File: config.mk
export PLATFORM = sky130hd
export DESIGN_NAME = next_fit_slot_allocator_top
export DESIGN_NICKNAME = d
export VERILOG_FILES = /design/src/rtl/core/nfsa_pkg.sv /design/src/rtl/core/nfsa_ram.sv /design/src/rtl/core/nfsa_ctrl.sv /design/src/rtl/core/nfsa_dp.sv /design/src/rtl/core/next_fit_slot_allocator_top.sv
export SDC_FILE = /design/constraint.sdc
export NUM_CORES = 1
export LEC_CHECK = 0
export BUFFER_PORTS_ARGS = -buffer_cell sky130_fd_sc_hd__buf_2
export CORE_MARGIN = 8
export CORE_UTILIZATION = 50
export CTS_BUF_LIST = sky130_fd_sc_hd__clkbuf_4 sky130_fd_sc_hd__clkbuf_8
export DETAILED_ROUTE_END_ITERATION = 10
export GPL_TIMING_DRIVEN = 0
export PLACE_DENSITY = 0.66
export SYNTH_ARGS = -nofsm -noshare
export SYNTH_HDL_FRONTEND = slang
export SYNTH_SLANG_ARGS = --single-unit
export TNS_END_PERCENT = 100
File: constraint.sdc
create_clock -name i_clk -period 11.4 [get_ports i_clk]
set_input_delay 2.28 -clock i_clk [delete_from_list [all_inputs] [get_ports i_clk]]
set_output_delay 2.28 -clock i_clk [all_outputs]
set_load 0.01 [all_outputs]
File: src/rtl/core/nfsa_pkg.sv
`timescale 1ns / 1ps
`default_nettype none

package nfsa_pkg;

    localparam int HANDLE_W = 31;
    localparam int SLOT_W   = 5;

    typedef enum logic [1:0] {
        CMD_ALLOC  = 2'd0,
        CMD_LOOKUP = 2'd1,
        CMD_FREE   = 2'd2,
        CMD_CLEAR  = 2'd3
    } t_cmd;

    typedef enum logic [1:0] {
        ST_OK    = 2'd0,
        ST_FULL  = 2'd1,
        ST_EMPTY = 2'd2,
        ST_BAD   = 2'd3
    } t_status;

    typedef struct packed {
        logic [1:0]          command;
        logic [HANDLE_W-1:0] handle_value;
        logic [SLOT_W-1:0]   slot_number;
    } t_in_item;

    typedef struct packed {
        logic [SLOT_W-1:0]   result_slot;
        logic [HANDLE_W-1:0] result_handle;
        logic [1:0]          status;
    } t_out_item;

    typedef enum logic {
        CTL_IDLE = 1'b0,
        CTL_WORK = 1'b1
    } t_ctl_state;

    // Commands from the controller to the datapath.
    typedef struct packed {
        logic latch;
        logic exec;
    } t_dp_cmd;

    // Status from the datapath to the controller.
    typedef struct packed {
        logic out_room;
    } t_dp_sts;

endpackage

`default_nettype wire

File: src/rtl/core/nfsa_ram.sv
`timescale 1ns / 1ps
`default_nettype none

module nfsa_ram #(
    parameter int WIDTH = 31,
    parameter int DEPTH = 16,
    parameter int AW    = 4
) (
    input  wire logic             i_clk,
    input  wire logic             i_we,
    input  wire logic [AW-1:0]    i_waddr,
    input  wire logic [WIDTH-1:0] i_wdata,
    input  wire logic             i_re,
    input  wire logic [AW-1:0]    i_raddr,
    output logic      [WIDTH-1:0] o_rdata
);

    logic [WIDTH-1:0] r_mem [DEPTH];
    logic [WIDTH-1:0] r_rdata;

    always_ff @(posedge i_clk) begin
        if (i_we) begin
            r_mem[i_waddr] <= i_wdata;
        end
        if (i_re) begin
            r_rdata <= r_mem[i_raddr];
        end
    end

    assign o_rdata = r_rdata;

endmodule

`default_nettype wire

File: src/rtl/core/nfsa_ctrl.sv
`timescale 1ns / 1ps
`default_nettype none

module nfsa_ctrl
    import nfsa_pkg::*;
(
    input  wire logic    i_clk,
    input  wire logic    i_rst_n,
    input  wire logic    i_in_valid,
    output logic         o_in_stall,
    input  wire t_dp_sts i_sts,
    output t_dp_cmd      o_cmd
);

    t_ctl_state r_state;
    t_ctl_state n_state;

    always_ff @(posedge i_clk) begin
        if (!i_rst_n) begin
            r_state <= CTL_IDLE;
        end else begin
            r_state <= n_state;
        end
    end

    always_comb begin
        n_state = r_state;
        unique case (r_state)
            CTL_IDLE: begin
                if (i_in_valid) begin
                    n_state = CTL_WORK;
                end
            end
            CTL_WORK: begin
                if (i_sts.out_room) begin
                    n_state = CTL_IDLE;
                end
            end
            default: n_state = CTL_IDLE;
        endcase
    end

    always_comb begin
        o_in_stall  = 1'b1;
        o_cmd.latch = 1'b0;
        o_cmd.exec  = 1'b0;
        unique case (r_state)
            CTL_IDLE: begin
                o_in_stall  = 1'b0;
                o_cmd.latch = i_in_valid;
            end
            CTL_WORK: begin
                o_cmd.exec = i_sts.out_room;
            end
            default: begin
                o_in_stall = 1'b1;
            end
        endcase
    end

endmodule

`default_nettype wire

File: src/rtl/core/nfsa_dp.sv
`timescale 1ns / 1ps
`default_nettype none

module nfsa_dp
    import nfsa_pkg::*;
#(
    parameter int SLOT_COUNT = 16,
    parameter int AW         = 4
) (
    input  wire logic     i_clk,
    input  wire logic     i_rst_n,
    input  wire t_in_item i_in_data,
    input  wire t_dp_cmd  i_cmd,
    output t_dp_sts       o_sts,
    output logic          o_out_valid,
    input  wire logic     i_out_stall,
    output t_out_item     o_out_data
);

    t_in_item            r_req;
    logic [SLOT_COUNT-1:0] r_occ;
    logic [SLOT_COUNT-1:0] n_occ;
    logic [AW-1:0]       r_ptr;
    logic [AW-1:0]       n_ptr;
    logic                r_out_valid;
    t_out_item           r_out_data;
    t_out_item           n_out_data;

    logic [SLOT_W-1:0]   in_slot_m1;
    logic [SLOT_W-1:0]   req_slot_m1;
    logic [AW-1:0]       rd_idx;
    logic [AW-1:0]       req_idx;
    logic                in_range;
    logic [HANDLE_W-1:0] rdata;

    logic                ram_we;
    logic                found_hi;
    logic                found_any;
    logic [AW-1:0]       idx_hi;
    logic [AW-1:0]       idx_any;
    logic [AW-1:0]       grant_idx;

    assign in_slot_m1  = i_in_data.slot_number - SLOT_W'(1);
    assign req_slot_m1 = r_req.slot_number - SLOT_W'(1);
    assign rd_idx      = AW'(in_slot_m1);
    assign req_idx     = AW'(req_slot_m1);
    assign in_range    = (r_req.slot_number != '0)
                         && (32'(r_req.slot_number) <= 32'(SLOT_COUNT));

    // Rotating priority search: the lowest free slot at or after the pointer
    // wins, and failing that the lowest free slot overall, which is the wrap.
    always_comb begin
        found_hi  = 1'b0;
        found_any = 1'b0;
        idx_hi    = '0;
        idx_any   = '0;
        for (int i = SLOT_COUNT - 1; i >= 0; i--) begin
            if (!r_occ[i]) begin
                found_any = 1'b1;
                idx_any   = AW'(i);
                if (AW'(i) >= r_ptr) begin
                    found_hi = 1'b1;
                    idx_hi   = AW'(i);
                end
            end
        end
        grant_idx = found_hi ? idx_hi : idx_any;
    end

    always_comb begin
        n_occ      = r_occ;
        n_ptr      = r_ptr;
        ram_we     = 1'b0;
        n_out_data = '0;
        case (t_cmd'(r_req.command))
            CMD_ALLOC: begin
                if (r_req.handle_value == '0) begin
                    n_out_data.status = ST_BAD;
                end else if (found_any) begin
                    n_out_data.result_slot = SLOT_W'(32'(grant_idx) + 32'd1);
                    n_out_data.status      = ST_OK;
                    n_occ[grant_idx]       = 1'b1;
                    n_ptr                  = grant_idx;
                    ram_we                 = 1'b1;
                end else begin
                    n_out_data.status = ST_FULL;
                end
            end
            CMD_LOOKUP: begin
                n_out_data.result_slot = r_req.slot_number;
                if (!in_range) begin
                    n_out_data.status = ST_BAD;
                end else begin
                    n_out_data.status        = ST_OK;
                    n_out_data.result_handle = r_occ[req_idx] ? rdata : '0;
                end
            end
            CMD_FREE: begin
                n_out_data.result_slot = r_req.slot_number;
                if (!in_range) begin
                    n_out_data.status = ST_BAD;
                end else if (!r_occ[req_idx]) begin
                    n_out_data.status = ST_EMPTY;
                end else begin
                    n_out_data.status = ST_OK;
                    n_occ[req_idx]    = 1'b0;
                end
            end
            CMD_CLEAR: begin
                n_occ             = '0;
                n_out_data.status = ST_OK;
            end
            default: begin
                n_out_data.status = ST_BAD;
            end
        endcase
    end

    always_ff @(posedge i_clk) begin
        if (i_cmd.latch) begin
            r_req <= i_in_data;
        end
        if (i_cmd.exec) begin
            r_out_data <= n_out_data;
        end
    end

    always_ff @(posedge i_clk) begin
        if (!i_rst_n) begin
            r_occ       <= '0;
            r_ptr       <= '0;
            r_out_valid <= 1'b0;
        end else begin
            if (i_cmd.exec) begin
                r_occ       <= n_occ;
                r_ptr       <= n_ptr;
                r_out_valid <= 1'b1;
            end else if (!i_out_stall) begin
                r_out_valid <= 1'b0;
            end
        end
    end

    // Stored handles are only trusted where the occupancy flag is set, so the
    // memory itself never needs clearing.
    nfsa_ram #(
        .WIDTH (HANDLE_W),
        .DEPTH (SLOT_COUNT),
        .AW    (AW)
    ) u_handles (
        .i_clk   (i_clk),
        .i_we    (i_cmd.exec && ram_we),
        .i_waddr (grant_idx),
        .i_wdata (r_req.handle_value),
        .i_re    (i_cmd.latch),
        .i_raddr (rd_idx),
        .o_rdata (rdata)
    );

    assign o_sts.out_room = !r_out_valid || !i_out_stall;
    assign o_out_valid    = r_out_valid;
    assign o_out_data     = r_out_data;

endmodule

`default_nettype wire

File: src/rtl/core/next_fit_slot_allocator_top.sv
// Timing: a command transfer loads the request register and starts the handle
// memory's registered read; the block then enters its work state, where the
// allocation search and update run and the result is registered once the output
// has room. No new command is taken until that result has been registered.
// A waiting result holds the block in its work state until it is taken.
// Reset (synchronous, active low) empties all slots at once through the
// occupancy flags and points the search at slot 1; no clearing pass follows.
`timescale 1ns / 1ps
`default_nettype none

module next_fit_slot_allocator_top
    import nfsa_pkg::*;
#(
    parameter int SLOT_COUNT = 16
) (
    input  wire logic     i_clk,
    input  wire logic     i_rst_n,
    input  wire logic     i_in_valid,
    output logic          o_in_stall,
    input  wire t_in_item i_in_data,
    output logic          o_out_valid,
    input  wire logic     i_out_stall,
    output t_out_item     o_out_data
);

    localparam int AW = (SLOT_COUNT > 1) ? $clog2(SLOT_COUNT) : 1;

    t_dp_cmd dp_cmd;
    t_dp_sts dp_sts;

    nfsa_ctrl u_ctrl (
        .i_clk      (i_clk),
        .i_rst_n    (i_rst_n),
        .i_in_valid (i_in_valid),
        .o_in_stall (o_in_stall),
        .i_sts      (dp_sts),
        .o_cmd      (dp_cmd)
    );

    nfsa_dp #(
        .SLOT_COUNT (SLOT_COUNT),
        .AW         (AW)
    ) u_dp (
        .i_clk       (i_clk),
        .i_rst_n     (i_rst_n),
        .i_in_data   (i_in_data),
        .i_cmd       (dp_cmd),
        .o_sts       (dp_sts),
        .o_out_valid (o_out_valid),
        .i_out_stall (i_out_stall),
        .o_out_data  (o_out_data)
    );

endmodule

`default_nettype wire

==> summary.md <==
| Metric | Value |
|---|---|
| Status | complete, no violations |
| EDFF count, synth | 603 |
| CTS resizes | 0 |
| Worst Setup EP | u_dp.u_handles.o_rdata[2] |
| Setup TNS Final | 0 ns |
| Net Sw Frac | 21.8% |
| Post-layout min period | approximately 6.3 ns |
| Leakage | 9.16 nW |
| WL final | 57,500 um |
| Largest net degree at the start of global routing | 27 |
| Post-synthesis cell type count | 62 |
| PwrDens | 172 mW/mm^2 |
| Worst setup path start | i_in_data[0] |
| Period Utilization, post-route | 55.0% |
| Ys async rst share | 0% |
| # diodes | 0 |
| RSZ-0062 raised after global routing | no |
| Starting Density | between 50% and 60% |
| Startpoint Class | input pin |
| Layout area overhead | 15.7% |
| IO Pins | 82 |
| Leading cell type in the layout, fill and taps excluded | edfxtp_1 |
| Multiplexer area fraction after synthesis | 14.8% |
| CP endpoint kind | flip-flop |
| Final net count | around 1,400 |
| DIE AREA | 0.0563 mm^2 |
| CP max FO | 10 |
| CTS clk-pin slew, worst paths | 0.06 ns |
| Register bit total from synthesis | 625 |
| Hold buffer count at CTS | 0 |
| Cells after Synth | 1,186 |
| CP arrival | 6.64 ns |
| Slowest stage cell, crit path | clkbuf_1 |
| Register share of total power | between 50% and 60% |
| Share of post-route cells with drive strength above 1 | 31.4% |
| Largest family of logic cells by synthesized area | multiplexers |
| Tightest Pin Transition | 1.21 ns |
| Clk_lat worst skew | about 0.68 ns |
| ANT nets after route | 0 |
| Syn Area/Cell | approximately 21 um^2 |
| Post-Synth XOR/XNOR Area | 0.251% |
| Final std cells w/o fill | 2,098 |
| Placed cells | 1,908 |
| Via-to-Cell Ratio | a little over 6 |
| Synth Area in Adders | 0.808% |
| Critical Path RT | 11.77 ns |
| Drt wl/cell | about 27 um |
| Total GRT Usage | 20.6% |
| Fillers | 3,579 |
| DRT Pass-1 Iters | 7 |
| RD Place Congestion | 0.851 |
| Die H | ~240 um |
| Num rows | between 80 and 90 |
| Slew margin rel. | approximately a fifth |
| Final setup fails | 0 |
| Mapped cell area | 0.0245 mm^2 |
| CTS tree | yes |
| Post-CTS Setup Bufs | 0 |
| Compound-Gate Fraction of Synth Area | 2.89% |
| Worst reg2reg startpoint | u_dp.r_ptr[1] |
| # clock sinks | 625 |
| Clock buffer depth | 3 |
| Vias in the first global route | 12,900 |
| Worst r2r path cells | 14 |
| Main synth FF type | edfxtp_1 |
| Post-synthesis sequential area ratio | 75.8% |
| Initial antenna violation count | 0 |
| Sequence of cells on the critical path | buf_2, buf_2, buf_2, buf_1, inv_1, ha_1, clkbuf_1, clkbuf_1, clkbuf_1, mux4_2, mux4_2 |
| CP max stage delay | 0.76 ns |
| Worst IR Drop VDD | 0.104 mV |
| NetSw | 1.06 mW |
| PortBufs | 81 |
| Pwr Total | 4.87 mW |
| Final Skew | 0.0357 ns |
| Final Hold Fails | 0 |
| CTS buffer count | 103 |
| Mapped Nets | 1,243 |
| P_int | approximately 3.8 mW |
| Slew Viols, Final | 0 |
| Vias | 12,700 |
| RR Endpoint | u_dp.u_handles.r_mem[7][17] |
| Total congestion overflow | 0 |
| Post-DP HPWL | 36,000 um |
| Simple-gate portion of the synthesized area | 3.95% |
| Horiz. Die Dim | 237 um |
| Peak Freq | 160 MHz |
| Final hold slack | 0.506 ns |
| Clk network pwr share | 41.3% |
| H-tree levels | 3 |
| Remaining DRCs | 0 |
| Most frequent cells in the layout | edfxtp_1 (603), mux4_2 (160), clkbuf_8 (106) |
| Global-route wire length before repair | 85,100 um |
| Starting DRT DRC Count | 1,248 |
| R2R Setup Slk | approximately 7.0 ns |
| Final Util | 58.2% |
| Root buffer cell | clkbuf_8 |
| Critical Setup Path Class | in2reg |
| Worst min-delay path class | reg2reg |
| Core area | about 0.049 mm^2 |
| Combinational power share | 5.2% |
| Maximum capacitance violations | 0 |
| Warnings from Yosys | 0 |
[how the worst min path moves through the flow]
stage,from,to,cells after the start
after floorplan,u_dp.r_occ[14],u_dp.r_occ[14],2
after global placement,u_dp.o_out_valid,u_dp.o_out_valid,2
after detailed placement,u_dp.o_out_valid,u_dp.o_out_valid,2
after CTS,u_dp.o_out_valid,u_dp.o_out_valid,2
after global routing,u_dp.u_handles.o_rdata[24],u_dp.o_out_data[26],1
final,u_dp.o_out_valid,u_dp.o_out_valid,2
[stage by stage]
stage	instance area, um^2	setup WS (ns)
CTS	28300	5.06
finish	28300	5.13
floorplan	24500	5.59
global placement	25600	2.85
detailed placement	26200	4.36
global route	28300	4.82
[final cells by class]
cell class                      instances  area [um^2]  area share, %
Sequential cell                       625        18500           65.5
Multi-Input combinational cell        472         5680           20.0
Clock buffer                          139         1710           6.03
Timing Repair Buffer                  100          808           2.86
Tap cell                              622          778           2.75
Clock inverter                         51          425           1.50
Buffer                                 70          297           1.05
Inverter                               19         71.3          0.252
[synth_stat cells, types with 2 or more instances]
master,n,area (um^2)
a221oi_1,6,52.6
o22ai_1,2,12.5
nor4_1,8,50.1
buf_1,2,7.51
nand2b_1,5,31.3
dfxtp_1,22,440
nand2_1,37,139
nor2_1,40,150
mux4_2,160,3600
clkbuf_1,52,195
a32oi_1,2,17.5
o21ai_0,17,85.1
nand4_1,9,56.3
and3_1,33,206
and2_1,4,25.0
nand3_1,27,135
buf_4,3,22.5
ha_1,15,188
o211ai_1,6,45.0
buf_2,12,60.1
a21o_1,2,15.0
a31oi_1,11,68.8
xnor2_1,6,52.6
a221o_1,2,20.0
a21oi_1,14,70.1
o21a_1,3,22.5
a22oi_1,5,37.5
nor2b_1,7,43.8
a211oi_1,11,82.6
o221ai_1,3,26.3
o311ai_0,2,17.5
a211o_1,3,26.3
edfxtp_1,603,18100
inv_1,19,71.3
nor3_1,6,30.0
[metal layers]
| metal | track usage [%] | routed length, um |
|---|---|---|
| met5 | 0 | 0 |
| met2 | 32.8 | 27900 |
| met4 | 5.79 | 922 |
| met1 | 28.9 | 24300 |
| met3 | 4.04 | 4360 |
[sequential cells by signal (all words and copies together) (netlist names)]
register                cells
u_dp.r_occ                 16
u_ctrl.r_state              1
u_dp.o_out_valid            1
u_dp.u_handles.o_rdata     31
u_dp.o_out_data            38
u_dp.r_req                 38
u_dp.u_handles.r_mem      496
u_dp.r_ptr                  4
[power groups by stage]
stage	sequential, mW	clock (mW)	combinational (mW)
global placement	2.65	0	0.248
floorplan	2.64	0	0.160
global route	2.61	2.16	0.269
finish	2.61	2.01	0.253
detailed placement	2.65	0	0.256
CTS	2.60	2.05	0.257
[worst max-delay path, delay by kind of cell]
| kind | cells | cell delay (ns) |
|---|---|---|
| muxes | 2 | 0.97 |
| adders and majority gates | 1 | 0.31 |
| buffers and inverters | 8 | 3.06 |
[logic make-up (layout without fill, tap and decap cells)]
kind of cell               Yosys count  after routing
and+or+nand+nor                    188            188
xor gates and xnor gates             7              7
AOI/OAI and AO/OA                  100            100
adders and majority gates           16             16
DFF                                625            625
buffers and inverters               89            379
muxes                              161            161
(Power assumes the default switching activity.)
